$ cat src/design/clqt_queue.sv
`timescale 1ns / 1ps
`default_nettype none
module clqt_queue #(
    parameter int WIDTH = 8
) (
    input  wire logic             aclk,
    input  wire logic             aresetn,
    input  wire logic             push,
    input  wire logic [WIDTH-1:0] push_data,
    input  wire logic             pop,
    output logic      [WIDTH-1:0] head,
    output logic                  not_empty,
    output logic                  full
);
    logic [WIDTH-1:0] mem_reg [2];
    logic             wp_reg, rp_reg;
    logic [1:0]       cnt_reg;

    assign head      = mem_reg[rp_reg];
    assign not_empty = (cnt_reg != 2'd0);
    assign full      = (cnt_reg == 2'd2);

    // two-entry circular buffer
    always_ff @(posedge aclk) begin
        if (!aresetn) begin
            wp_reg  <= 1'b0;
            rp_reg  <= 1'b0;
            cnt_reg <= 2'd0;
        end else begin
            if (push) begin
                wp_reg <= !wp_reg;
            end
            if (pop) begin
                rp_reg <= !rp_reg;
            end
            cnt_reg <= cnt_reg + {1'b0, push} - {1'b0, pop};
        end
    end

    always_ff @(posedge aclk) begin
        if (push) begin
            mem_reg[wp_reg] <= push_data;
        end
    end
endmodule
`default_nettype wire

$ cat config.mk
export PLATFORM = sky130hd
export DESIGN_NAME = clqt_queue
export DESIGN_NICKNAME = d
export VERILOG_FILES = /design/src/design/clqt_queue.sv
export SDC_FILE = /design/constraint.sdc
export NUM_CORES = 1
export LEC_CHECK = 0
export BUFFER_PORTS_ARGS = -buffer_cell sky130_fd_sc_hd__buf_2
export CAP_MARGIN = 30
export CORE_UTILIZATION = 29
export CTS_CLUSTER_SIZE = 16
export DETAILED_ROUTE_END_ITERATION = 12
export GPL_ROUTABILITY_DRIVEN = 0
export PLACE_DENSITY_LB_ADDON = 0.12
export SYNTH_ARGS = -nofsm -noshare
export SYNTH_HDL_FRONTEND = slang
export SYNTH_SLANG_ARGS = --single-unit
export TNS_END_PERCENT = 30
$ cat constraint.sdc
create_clock -name aclk -period 2.9 [get_ports aclk]
set_input_delay 0.435 -clock aclk [delete_from_list [all_inputs] [get_ports aclk]]
set_output_delay 0.435 -clock aclk [all_outputs]
set_load 0.02 [all_outputs]
==> metrics <==
Cell Pwr Density between 600 and 700 mW/mm2; first-pass GRT wire length roughly 1800 um; core area 0.00254 mm2; cts bufs inserted 3; cell accounting for the most synthesized area edfxtp_1; Slew Viols, Final 0; synthesized instance count 46; Area contributors post-synth edfxtp_1, dfxtp_1, mux2_1; setup TNS 0 ns; Inst Count DP 96; Relative slew margins 48.3%; Synth Area per Inst ~17 um2; Vias/cell 4.31; Power Total ~0.59 mW; ANT nets after route 0; post-CTS resize count 0; CP endpoint kind output port; vias in the first global route 389; worst-margin pin slew 0.774 ns; largest net degree at the start of global routing 13; initial antenna violation count 0; Initial Util 31.6%; # setup viols final 0; final wirelength 1110 um; Final Instance Count excl. Fillers 100; number of synthesized register bits 21; CTS Sinks 21; die area 0.00298 mm2; Post-synth ARST share 0%; sequential share of the synthesized area 72.3%; status finished clean; H-tree levels 1; Die X 54.6 um; Congestion Overflow GR 0; Post-synth top flop edfxtp_1; number of flip-flops in the largest register 16; DRT iter0 DRCs 4; Row Count 18; fin crit share 62.5%; Critical-path top delay cell dfxtp_1; crit path launch type register; Critical Path RT between 2 and 2.5 ns; fin crit period 1.81 ns; number of max-cap violations 0; drt first pass iters 3; clk_lat worst skew just under 0.3 ns; synth cell count leaders edfxtp_1, mux2_1, dfxtp_1; CTS tree yes; most common cell in the netlist edfxtp_1; vias 431; Post-synth EDFFs 16; number of diodes 0; Clock Tree Root clkbuf_4; Ports 22; Crit Path Class register to output port; CP Max Fanout 8; Synth cell types 12; delay-heaviest family, CP flip-flops; WP data arrival 1.38 ns; Clk pin slew, worst setup/hold paths 0.11 ns; worst r2r src cnt_reg[0]$_SDFF_PN0_; Area Overhead vs Synth 20.6%; worst hold-check path type input pin to register; Die Ht 54.6 um; CP max stage delay approximately 0.56 ns; Final #Nets 85; post-synth net total 60; WL/cell 11.1 um; DRC viols 0; mapped cell area 803 um2; Max Clk Rate approximately 550 MHz; RSZ-0062 raised after global routing no; final hold vios 0; Lkg Pwr 0.393 nW; maximum VDD drop 0.313 mV; sequence of cells on the critical path mux2_1 -> buf_2; cts hold-fix bufs 0; WP buf/inv 1; Clock Skew 0.00117 ns; Overall Global Routing Usage 8.72%; Yosys top cell area share 59.8%; YS warnings 0; share of layout cells above drive strength 1 35.7%; PortBufs 21; hold path startpoint push_data[5]; Setup Buffers After CTS 0; Longest Clk Path Bufs 2
==> layer usage <==
layer	track usage (%)	wire, um	up-vias
li1	-	-	213
met1	11.1	523	203
met2	13.1	517	13
met3	2.50	56	2
met4	5.13	10	0
met5	0	0	-
==> worst register-to-register path, stage by stage (launching register included) <==
cell and delay, ns:
dfxtp_1 0.36, inv_1 0.05, ha_1 0.26, inv_1 0.06
ha_1 0.13, xnor3_1 0.37, nor2b_1 0.10
==> power by group <==
part | switching [mW] | total (mW) | internal [mW]
Sequential | 0.0124 | 0.359 | 0.346
Clock | 0.0783 | 0.129 | 0.0512
Combinational | 0.0533 | 0.104 | 0.0504
==> kinds of logic (layout without fill, tap and decap cells) <==
logic type / after synthesis / after routing / synth area share (%)
adders and majority gates: 2 / 2 / 3.11
muxes: 8 / 8 / 11.2
xor gates and xnor gates: 2 / 2 / 3.89
and+or+nand+nor: 9 / 9 / 7.01
AOI/OAI and AO/OA: 1 / 1 / 0.935
DFF: 21 / 21 / 72.3
buffers and inverters: 3 / 27 / 1.56
==> worst paths after layout <==
kind | endpoint | slack (ns) | cells after the start
min reg2reg | rp_reg$_SDFFE_PN0P_ | 0.60 | 2
min | mem_reg[1][5]$_DFFE_PP_ | 0.33 | 1
max | head[5] | 1.09 | 2
max reg2reg | cnt_reg[1]$_SDFF_PN0_ | 1.52 | 6
==> cell type report <==
type / instances / area (um2)
Fill cell: 246 / 1580
Clock buffer: 3 / 22.5
Tap cell: 30 / 37.5
Sequential cell: 21 / 581
Multi-Input combinational cell: 22 / 210
Clock inverter: 1 / 5.00
Inverter: 2 / 7.51
Timing Repair Buffer: 21 / 105
==> placed cells by master (no fill, tap or decap) <==
cell type	instances
and2_1	4
buf_2	21
clkbuf_4	3
clkinv_2	1
dfxtp_1	5
edfxtp_1	16
ha_1	2
inv_1	2
mux2_1	8
nor2b_1	4
o21a_1	1
or2_1	1
xnor3_1	1
xor2_1	1
==> through the flow <==
| stage | setup slack, ns | instance area [um2] | hold slack, ns | util [%] |
|---|---|---|---|---|
| 2_1_floorplan | 1.51 | 803 | 0.534 | - |
| 3_3_place_gp | 1.24 | 941 | 0.577 | 37.0 |
| 3_5_place_dp | 1.31 | 941 | 0.577 | 37.0 |
| 4_1_cts | 1.05 | 968 | 0.316 | 38.1 |
| 5_1_grt | 1.00 | 968 | 0.301 | 38.1 |
| 6_report | 1.09 | 968 | 0.328 | 38.1 |
Power figures use the tool's default switching activity.
