$ cat config.mk
export PLATFORM = sky130hd
export DESIGN_NAME = clqt_front
export DESIGN_NICKNAME = d
export VERILOG_FILES = /design/src/design/clqt_pkg.sv /design/src/design/clqt_front.sv
export SDC_FILE = /design/constraint.sdc
export NUM_CORES = 1
export LEC_CHECK = 0
export ABC_AREA = 1
export ABC_CLOCK_PERIOD_IN_PS = 24800
export BUFFER_PORTS_ARGS = -buffer_cell sky130_fd_sc_hd__buf_4
export CAP_MARGIN = 30
export CORE_MARGIN = 5
export CORE_UTILIZATION = 50
export CTS_BUF_LIST = sky130_fd_sc_hd__clkbuf_4 sky130_fd_sc_hd__clkbuf_8
export DETAILED_ROUTE_END_ITERATION = 8
export GPL_TIMING_DRIVEN = 0
export PLACE_DENSITY_LB_ADDON = 0.2
export SLEW_MARGIN = 5
export SYNTH_ARGS = -nofsm -noshare
export SYNTH_HDL_FRONTEND = slang
export SYNTH_SLANG_ARGS = --single-unit
export TNS_END_PERCENT = 5
$ cat constraint.sdc
create_clock -name aclk -period 24.8 [get_ports aclk]
set_input_delay 4.96 -clock aclk [delete_from_list [all_inputs] [get_ports aclk]]
set_output_delay 4.96 -clock aclk [all_outputs]
set_load 0.01 [all_outputs]
$ cat src/design/clqt_pkg.sv
`timescale 1ns / 1ps
`default_nettype none
package clqt_pkg;

    // request codes
    localparam logic [1:0] REQ_VOTE    = 2'd0;
    localparam logic [1:0] REQ_CHOSEN  = 2'd1;
    localparam logic [1:0] REQ_DELIVER = 2'd2;
    localparam logic [1:0] REQ_HOLES   = 2'd3;

    // result status codes
    localparam logic [3:0] ST_OUTDATED   = 4'd0;
    localparam logic [3:0] ST_ALREADY    = 4'd1;
    localparam logic [3:0] ST_OLD_BALLOT = 4'd2;
    localparam logic [3:0] ST_DUPLICATE  = 4'd3;
    localparam logic [3:0] ST_COUNTED    = 4'd4;
    localparam logic [3:0] ST_CHOSEN     = 4'd5;
    localparam logic [3:0] ST_DELIVERED  = 4'd6;
    localparam logic [3:0] ST_NONE       = 4'd7;
    localparam logic [3:0] ST_OVERFLOW   = 4'd8;
    localparam logic [3:0] ST_HOLES      = 4'd9;

    // configuration register indexes
    localparam logic [1:0] CFG_QUORUM    = 2'd0;
    localparam logic [1:0] CFG_ACCEPTORS = 2'd1;
    localparam logic [1:0] CFG_CATCH_UP  = 2'd2;
    localparam logic [1:0] CFG_START     = 2'd3;

    localparam int MAX_ACCEPTORS = 16;
    localparam int VOTE_W        = 16;

    // one request as it travels from front to back
    typedef struct packed {
        logic        sync;
        logic [1:0]  req;
        logic [31:0] inst;
        logic [31:0] bnum;
        logic [7:0]  bprop;
        logic [3:0]  aid;
        logic [31:0] val;
    } item_t;

    // one instance table entry
    typedef struct packed {
        logic [31:0]       inst;
        logic [31:0]       bnum;
        logic [7:0]        bprop;
        logic [VOTE_W-1:0] votes;
        logic [31:0]       val;
        logic              chosen;
    } entry_t;

    // one result transaction
    typedef struct packed {
        logic [3:0]  status;
        logic [31:0] inst;
        logic [31:0] bnum;
        logic [7:0]  bprop;
        logic [31:0] val;
        logic        has_holes;
        logic [31:0] hole_from;
        logic [31:0] hole_to;
    } result_t;

endpackage
`default_nettype wire

$ cat src/design/clqt_front.sv
`timescale 1ns / 1ps
`default_nettype none
module clqt_front #(
    parameter int WINDOW = 64
) (
    input  wire logic                      aclk,
    input  wire logic                      aresetn,
    input  wire logic                      s_valid,
    output logic                           s_ready,
    input  wire clqt_pkg::item_t           s_item,
    input  wire logic                      cfg_we,
    input  wire logic [1:0]                cfg_index,
    input  wire logic [31:0]               cfg_wdata,
    output logic                           push,
    output clqt_pkg::item_t                push_item,
    output logic [$clog2(WINDOW)-1:0]      push_slot,
    input  wire logic                      q_full
);
    import clqt_pkg::*;

    localparam int IDXW = $clog2(WINDOW);
    localparam logic [31:0] RECIP = 32'(64'h1_0000_0000 / WINDOW);

    logic            v1_reg, v2_reg, v3_reg;
    item_t           it1_reg, it2_reg, it3_reg;
    logic [31:0]     q1_reg;
    logic [IDXW:0]   r2_reg;
    logic [IDXW-1:0] slot3_reg;
    logic            advance, inject, take;
    item_t           it_in;
    logic [63:0]     prod;
    logic [31:0]     qw, rem;

    assign advance = !(v3_reg && q_full);
    assign inject  = cfg_we && (cfg_index == CFG_START);
    assign s_ready = advance && !cfg_we && aresetn;
    assign take    = s_valid && s_ready;
    assign push      = v3_reg && !q_full;
    assign push_item = it3_reg;
    assign push_slot = slot3_reg;

    // start_instance write sends a sync marker carrying the new next instance
    always_comb begin
        it_in = s_item;
        it_in.sync = 1'b0;
        if (inject) begin
            it_in = '0;
            it_in.sync = 1'b1;
            it_in.inst = cfg_wdata + 32'd1;
        end
    end

    // quotient estimate by reciprocal, then remainder and one correction
    assign prod = 64'(it_in.inst) * 64'(RECIP);
    assign qw   = q1_reg * 32'(WINDOW);
    assign rem  = it1_reg.inst - qw;

    always_ff @(posedge aclk) begin
        if (!aresetn) begin
            v1_reg <= 1'b0;
            v2_reg <= 1'b0;
            v3_reg <= 1'b0;
        end else if (advance) begin
            v1_reg <= take || inject;
            v2_reg <= v1_reg;
            v3_reg <= v2_reg;
        end
    end

    always_ff @(posedge aclk) begin
        if (advance) begin
            it1_reg <= it_in;
            q1_reg  <= prod[63:32];
            it2_reg <= it1_reg;
            r2_reg  <= rem[IDXW:0];
            it3_reg <= it2_reg;
            if (r2_reg >= (IDXW+1)'(WINDOW)) begin
                slot3_reg <= IDXW'(r2_reg - (IDXW+1)'(WINDOW));
            end else begin
                slot3_reg <= r2_reg[IDXW-1:0];
            end
        end
    end
endmodule
`default_nettype wire

==> flow_metrics.py, run 1 <==
metrics = {
    "status": {
        "status": "complete, no violations",
    },
    "power": {
        "swShare_pct": 20.4,
        "switchingPower_mw": 0.246,
        "p_leak_nw": 7.01,
        "power_frac_comb_pct": 7.5,
        "p_total_mw": 1.21,
        "p_clk_share_pct": 35.1,
        "internal_power_mw": 0.962,
        "vdd_drop_max_mv": 0.0386,
        "seq_power_share_pct": 57.3,
        "p_per_area_nw_per_um2": 77.4,
    },
    "routing": {
        "viasPerCell": 4.54,
        "routed_wirelength_mm": 21.6,
        "drc_errors": 0,
        "firstDrtPassIters": 5,
        "drtIter0Drc": 396,
        "ant_nets": 0,
        "drt-wirelength-per-cell_um": 14.6,
        "num_vias": 6728,
    },
    "synth": {
        "synthTopCellsByArea": "edfxtp_1 83%, nand2_1 6.7%, inv_1 3.4%",
        "syn-cell-area_um2": 12100,
        "synth-seq-cells": 336,
        "synthMostInstantiatedCell": "edfxtp_1",
        "netlist_top_cells_count": "333 x edfxtp_1, 216 x nand2_1, 108 x inv_1",
        "synth_nets": 949,
        "synth.yosys.seq_area_share_pct": 83.2,
        "synthArstFlopShare_pct": 0,
        "netlist-cell-type-count": 26,
        "synth.top_cell.area_share_pct": 82.7,
        "synth_top_cell_by_area": "edfxtp_1",
        "synth_cells": 798,
        "postSynthAreaPerCell_um2": 15.2,
        "synth-main-ff-cell": "edfxtp_1",
        "yosysWarnings": 0,
        "synth-edff-count": 333,
    },
    "cells_and_area": {
        "final_area_um2": 15600,
        "nFillCells": 1763,
        "drive_gt1_share_pct": 33.2,
        "fin_nets": 1274,
        "multiInputGateArea_um2": 1510,
        "areaGrowthSynthToFinish_pct": 29.1,
        "register_area_um2": 10100,
        "insertedDiodeCount": 0,
    },
    "timing": {
        "fin_tns_setup_ns": 0,
        "tightest_slew_ns": 0.446,
        "drv_slew": 0,
        "fin_crit_sh_pct": 43.9,
        "fin_worst_skew_ns": 0.0194,
        "max-slew-margin-rel_pct": 70.3,
        "hold_violations": 0,
        "setup_viol": 0,
        "post-route-min-period_ns": 10.89,
        "rsz0062_at_grt": "false",
        "timing.fmax_ghz": 0.0918,
    },
    "worst_setup_path": {
        "r2r_setup_slack_ns": 23.02,
        "critical-path-slowest-cell": "nand2_4",
        "cp-start-kind": "input pin",
        "crit_required_ns": 19.84,
        "worstPathMaxFanout": 32,
        "cp_slowest_stage_delay_ns": 0.34,
        "crit_family": "simple AND/OR/NAND/NOR gates",
        "cpMostUsedCell": "buf_4",
        "arrival_ns": 5.93,
        "critPathCaptureType": "output pin",
        "path_cells": "buf_4 > nand2_4 > inv_1 > nor3_1 > buf_4",
        "worst-setup-path-type": "in2out",
        "worst-path-buf-inv": 3,
    },
    "clock_tree": {
        "cts-root-buf": "clkbuf_8",
        "post_cts_buffers": 0,
        "clock_path_buffers": 3,
        "clkLatencyLatePin_ns": 0.55,
        "cts_resized": 0,
        "numClockSinks": 336,
        "cts_buffers": 51,
        "cts_tree": "yes",
        "hold_buffers": 0,
        "cts_max_level": 2,
        "path_clk_slew_ns": 0.06,
    },
    "placement": {
        "port_buffers": 267,
        "dp_hpwl_mm": 15.6,
        "place_congestion": 0.858,
        "place_area_um2": 14600,
    },
    "grt": {
        "grt_use_total_pct": 15.5,
        "grt_pass1_wl_mm": 32.8,
        "grt_max_degree": 76,
        "grt_overflow_total": 0,
        "antenna_found_initial": 0,
        "grt_pass1_vias": 6620,
    },
    "die": {
        "row_count": 57,
        "die-height_um": 166,
        "start_util_pct": 50.3,
        "coreArea_um2": 24000,
        "dieArea_um2": 27400,
        "die_x_um": 166,
        "num_io_pins": 269,
    },
    "worst_hold_path": {
        "min_path_type": "reg2reg",
    },
    "job": {
        "maxCapViolCount": 0,
    },
}
[path summary, 6_finish.rpt]
path,start,end,depth (start not counted)
max,q_full,s_ready,5
min,it2_reg[69]$_DFFE_PN_,push_item[69]$_DFFE_PN_,0
max reg2reg,v3_reg$_SDFFE_PN0N_,push_item[71]$_DFFE_PN_,3
min reg2reg,it2_reg[69]$_DFFE_PN_,push_item[69]$_DFFE_PN_,0
[cell type report]
cell class                 instances  area share (%)
inverter                         108            2.60
tap                              324            2.60
sequential                       336            64.4
buffer                            21           0.817
timing repair buffer             272            13.7
clock buffer                      64            5.16
multi-input combinational        333            9.66
clock inverter                    24            1.08
[power groups by stage]
stage                     Sequential [mW]  Clock, mW  Combinational (mW)
after floorplan                     0.716          0              0.0221
after global placement              0.707          0              0.0906
after detailed placement            0.705          0              0.0926
after CTS                           0.693      0.441              0.0927
after global routing                0.698      0.470              0.0990
final                               0.693      0.424              0.0912
[per-stage QoR]
stage	hold slack, ns	cells	setup slack, ns	utilization (%)
2_1_floorplan	0.400	798	6.66	-
3_3_place_gp	0.400	1389	4.11	60.3
3_5_place_dp	0.405	1394	13.90	60.9
4_1_cts	0.403	1482	13.89	65.0
5_1_grt	0.409	1482	13.74	65.0
6_report	0.409	1482	13.91	65.0
[placed cells by master, fill, tap and decap left out, drive strengths merged]
cell	count
ha	1
nor3	1
a21oi	2
inv	109
nor2	43
bufinv	2
clkinv	21
and2	2
edfxtp	333
buf	289
dfxtp	3
nand3	35
clkbuf	68
xnor2	2
nand2	221
o21bai	1
or2	4
o21ai	11
xor2	9
a31oi	1
[metal layers]
metal	global-route usage, %	wire length (um)	vias up
li1	-	-	3351
met2	25.6	10800	243
met3	4.32	1800	44
met4	6.56	664	0
met5	0	0	-
met1	19.5	8400	3090
[logic make-up after synthesis]
| kind of cell | synth area share, % |
|---|---|
| AO/OA/AOI/OAI | 0.652 |
| adder cells (fa/ha/maj) | 0.103 |
| buffers and inverters | 4.41 |
| AND/OR/NAND/NOR | 10.9 |
| XOR/XNOR | 0.797 |
| flip-flops | 83.2 |
(Power assumes the default switching activity.)
==> inputs of run 2 (changes only) <==
--- a/config.mk
+++ b/config.mk
@@ -6,7 +6,7 @@
 export NUM_CORES = 1
 export LEC_CHECK = 0
 export ABC_AREA = 1
-export ABC_CLOCK_PERIOD_IN_PS = 24800
+export ABC_CLOCK_PERIOD_IN_PS = 10500
 export BUFFER_PORTS_ARGS = -buffer_cell sky130_fd_sc_hd__buf_4
 export CAP_MARGIN = 30
 export CORE_MARGIN = 5
==> constraint.sdc (replaced) <==
create_clock -name aclk -period 10.5 [get_ports aclk]
set_input_delay 2.1 -clock aclk [delete_from_list [all_inputs] [get_ports aclk]]
set_output_delay 2.1 -clock aclk [all_outputs]
set_load 0.01 [all_outputs]
==> flow_metrics.py, run 2 (same netlist as run 1, synthesis figures left out) <==
metrics = {
    "clock_tree": {
        "hold_buffers": 0,
        "cts_max_level": 2,
        "cts_resized": 0,
        "cts-root-buf": "clkbuf_8",
        "cts_buffers": 51,
        "cts_tree": "yes",
        "clock_path_buffers": 3,
        "post_cts_buffers": 0,
        "path_clk_slew_ns": 0.06,
        "numClockSinks": 336,
        "clkLatencyLatePin_ns": 0.55,
    },
    "timing": {
        "post-route-min-period_ns": 5.44,
        "fin_tns_setup_ns": 0,
        "max-slew-margin-rel_pct": 51.1,
        "fin_crit_sh_pct": 51.8,
        "tightest_slew_ns": 0.733,
        "fin_worst_skew_ns": 0.0248,
        "timing.fmax_ghz": 0.184,
        "drv_slew": 0,
        "setup_viol": 0,
        "timing.final.ws_setup_ns": 5.06,
        "hold_violations": 0,
        "rsz0062_at_grt": "false",
    },
    "placement": {
        "place_congestion": 0.869,
        "dp_hpwl_mm": 15.2,
        "place_ws_ns": 5.02,
        "port_buffers": 267,
    },
    "worst_setup_path": {
        "path_cells": "buf_4 > nand2_8 > inv_1 > nor3_1 > buf_4",
        "cp_slowest_stage_delay_ns": 0.50,
        "worst-path-buf-inv": 3,
        "worstPathMaxFanout": 97,
        "arrival_ns": 3.34,
        "r2r_setup_slack_ns": 8.60,
        "worst-setup-path-type": "in2out",
        "cp-start-kind": "input pin",
        "crit_family": "simple AND/OR/NAND/NOR gates",
        "cpMostUsedCell": "buf_4",
        "worstReg2RegStart": "v3_reg$_SDFFE_PN0N_",
        "critPathCaptureType": "output pin",
        "crit_required_ns": 8.40,
        "critical-path-slowest-cell": "nand2_8",
        "r2r_end": "push_item[1]$_DFFE_PN_",
        "r2r_cells": 2,
    },
    "worst_hold_path": {
        "hp-start": "it1_reg[35]$_SDFFCE_PP0N_",
        "min_path_type": "reg2reg",
        "whs_endpoint": "it2_reg[35]$_DFFE_PN_",
        "min_path_cells": 0,
    },
    "grt": {
        "grt_busiest_layer": "met2",
        "grt_max_degree": 126,
        "grt_overflow_total": 0,
        "use_met3_pct": 4.44,
        "grt_use_total_pct": 15.3,
        "grt_use_met1_pct": 19.5,
        "antenna_found_initial": 0,
        "gr-usage-met2_pct": 25.2,
        "grt_pass1_vias": 6467,
        "grt_pass1_wl_mm": 32.5,
    },
    "power": {
        "p_per_area_nw_per_um2": 185,
        "vdd_drop_max_mv": 0.0928,
        "p_leak_nw": 6.98,
    },
    "routing": {
        "drt-wirelength-per-cell_um": 14.5,
        "num_vias": 6626,
        "drc_errors": 0,
        "viasPerCell": 4.48,
        "drtIter0Drc": 411,
        "firstDrtPassIters": 4,
        "routed_wirelength_mm": 21.4,
        "ant_nets": 0,
    },
    "status": {
        "status": "complete, no violations",
    },
    "job": {
        "maxCapViolCount": 0,
    },
    "die": {
        "dieArea_um2": 27400,
        "num_io_pins": 269,
        "die-height_um": 166,
        "coreArea_um2": 24000,
        "die_x_um": 166,
        "start_util_pct": 50.3,
        "row_count": 57,
    },
    "cells_and_area": {
        "fin_nets": 1271,
        "layout_common_cells": "333 x edfxtp_1, 274 x buf_4, 215 x nand2_1, 108 x inv_1, 54 x clkbuf_8",
        "areaGrowthSynthToFinish_pct": 28.9,
        "drive_gt1_share_pct": 33.6,
        "final_common_cell": "edfxtp_1",
    },
}
[run 2: cell types whose count changed in the layout (fill, tap and decap cells not counted), sizes merged]
cell	previous run	this run
buf	289	286
diode	0	1
clkinvlp	0	2
clkbuf	68	77
clkinv	21	10
[run 2: worst max path at each step]
stage                     startpoint       to  slack [ns]  cells past startpoint
after global routing          q_full  s_ready        4.90                      5
after detailed placement      q_full  s_ready        5.02                      5
final                         q_full  s_ready        5.06                      5
after floorplan               q_full  s_ready        1.48                      3
after CTS                     q_full  s_ready        5.03                      5
after global placement        q_full  s_ready       -0.03                      5
[run 2: report_power, final]
part           internal, mW  total, mW  switching, mW
Clock                 0.586       1.03          0.441
Combinational         0.111      0.215          0.104
Sequential             1.61       1.64         0.0278
[run 2: area by class of cell]
class                   count  area (um2)
clock buffers              73         880
plain buffers              21         128
fillers                  1811        8450
multi-input cells         333        1520
diodes                      1        2.50
inverters                 108         405
clock inverters            15         126
repair buffers            269        2060
well taps                 324         405
flip-flops and latches    336       10100
[run 2: stage by stage]
stage / power [mW] / instances / area (um2) / util (%) / hold WS (ns)
2_1_floorplan: 1.74 / 798 / 12100 / - / 0.400
3_3_place_gp: 1.88 / 1389 / 14500 / 60.4 / 0.400
3_5_place_dp: 1.88 / 1391 / 14600 / 60.6 / 0.405
4_1_cts: 2.92 / 1479 / 15600 / 64.8 / 0.389
5_1_grt: 3.01 / 1479 / 15600 / 64.8 / 0.411
6_report: 2.88 / 1480 / 15600 / 64.8 / 0.399
[run 2: layer usage]
layer  routed length (um)  part of all wire (%)
met3                 1820                   8.5
met2                10500                    49
met1                 8470                    40
met5                    0                     0
met4                  597                   2.8
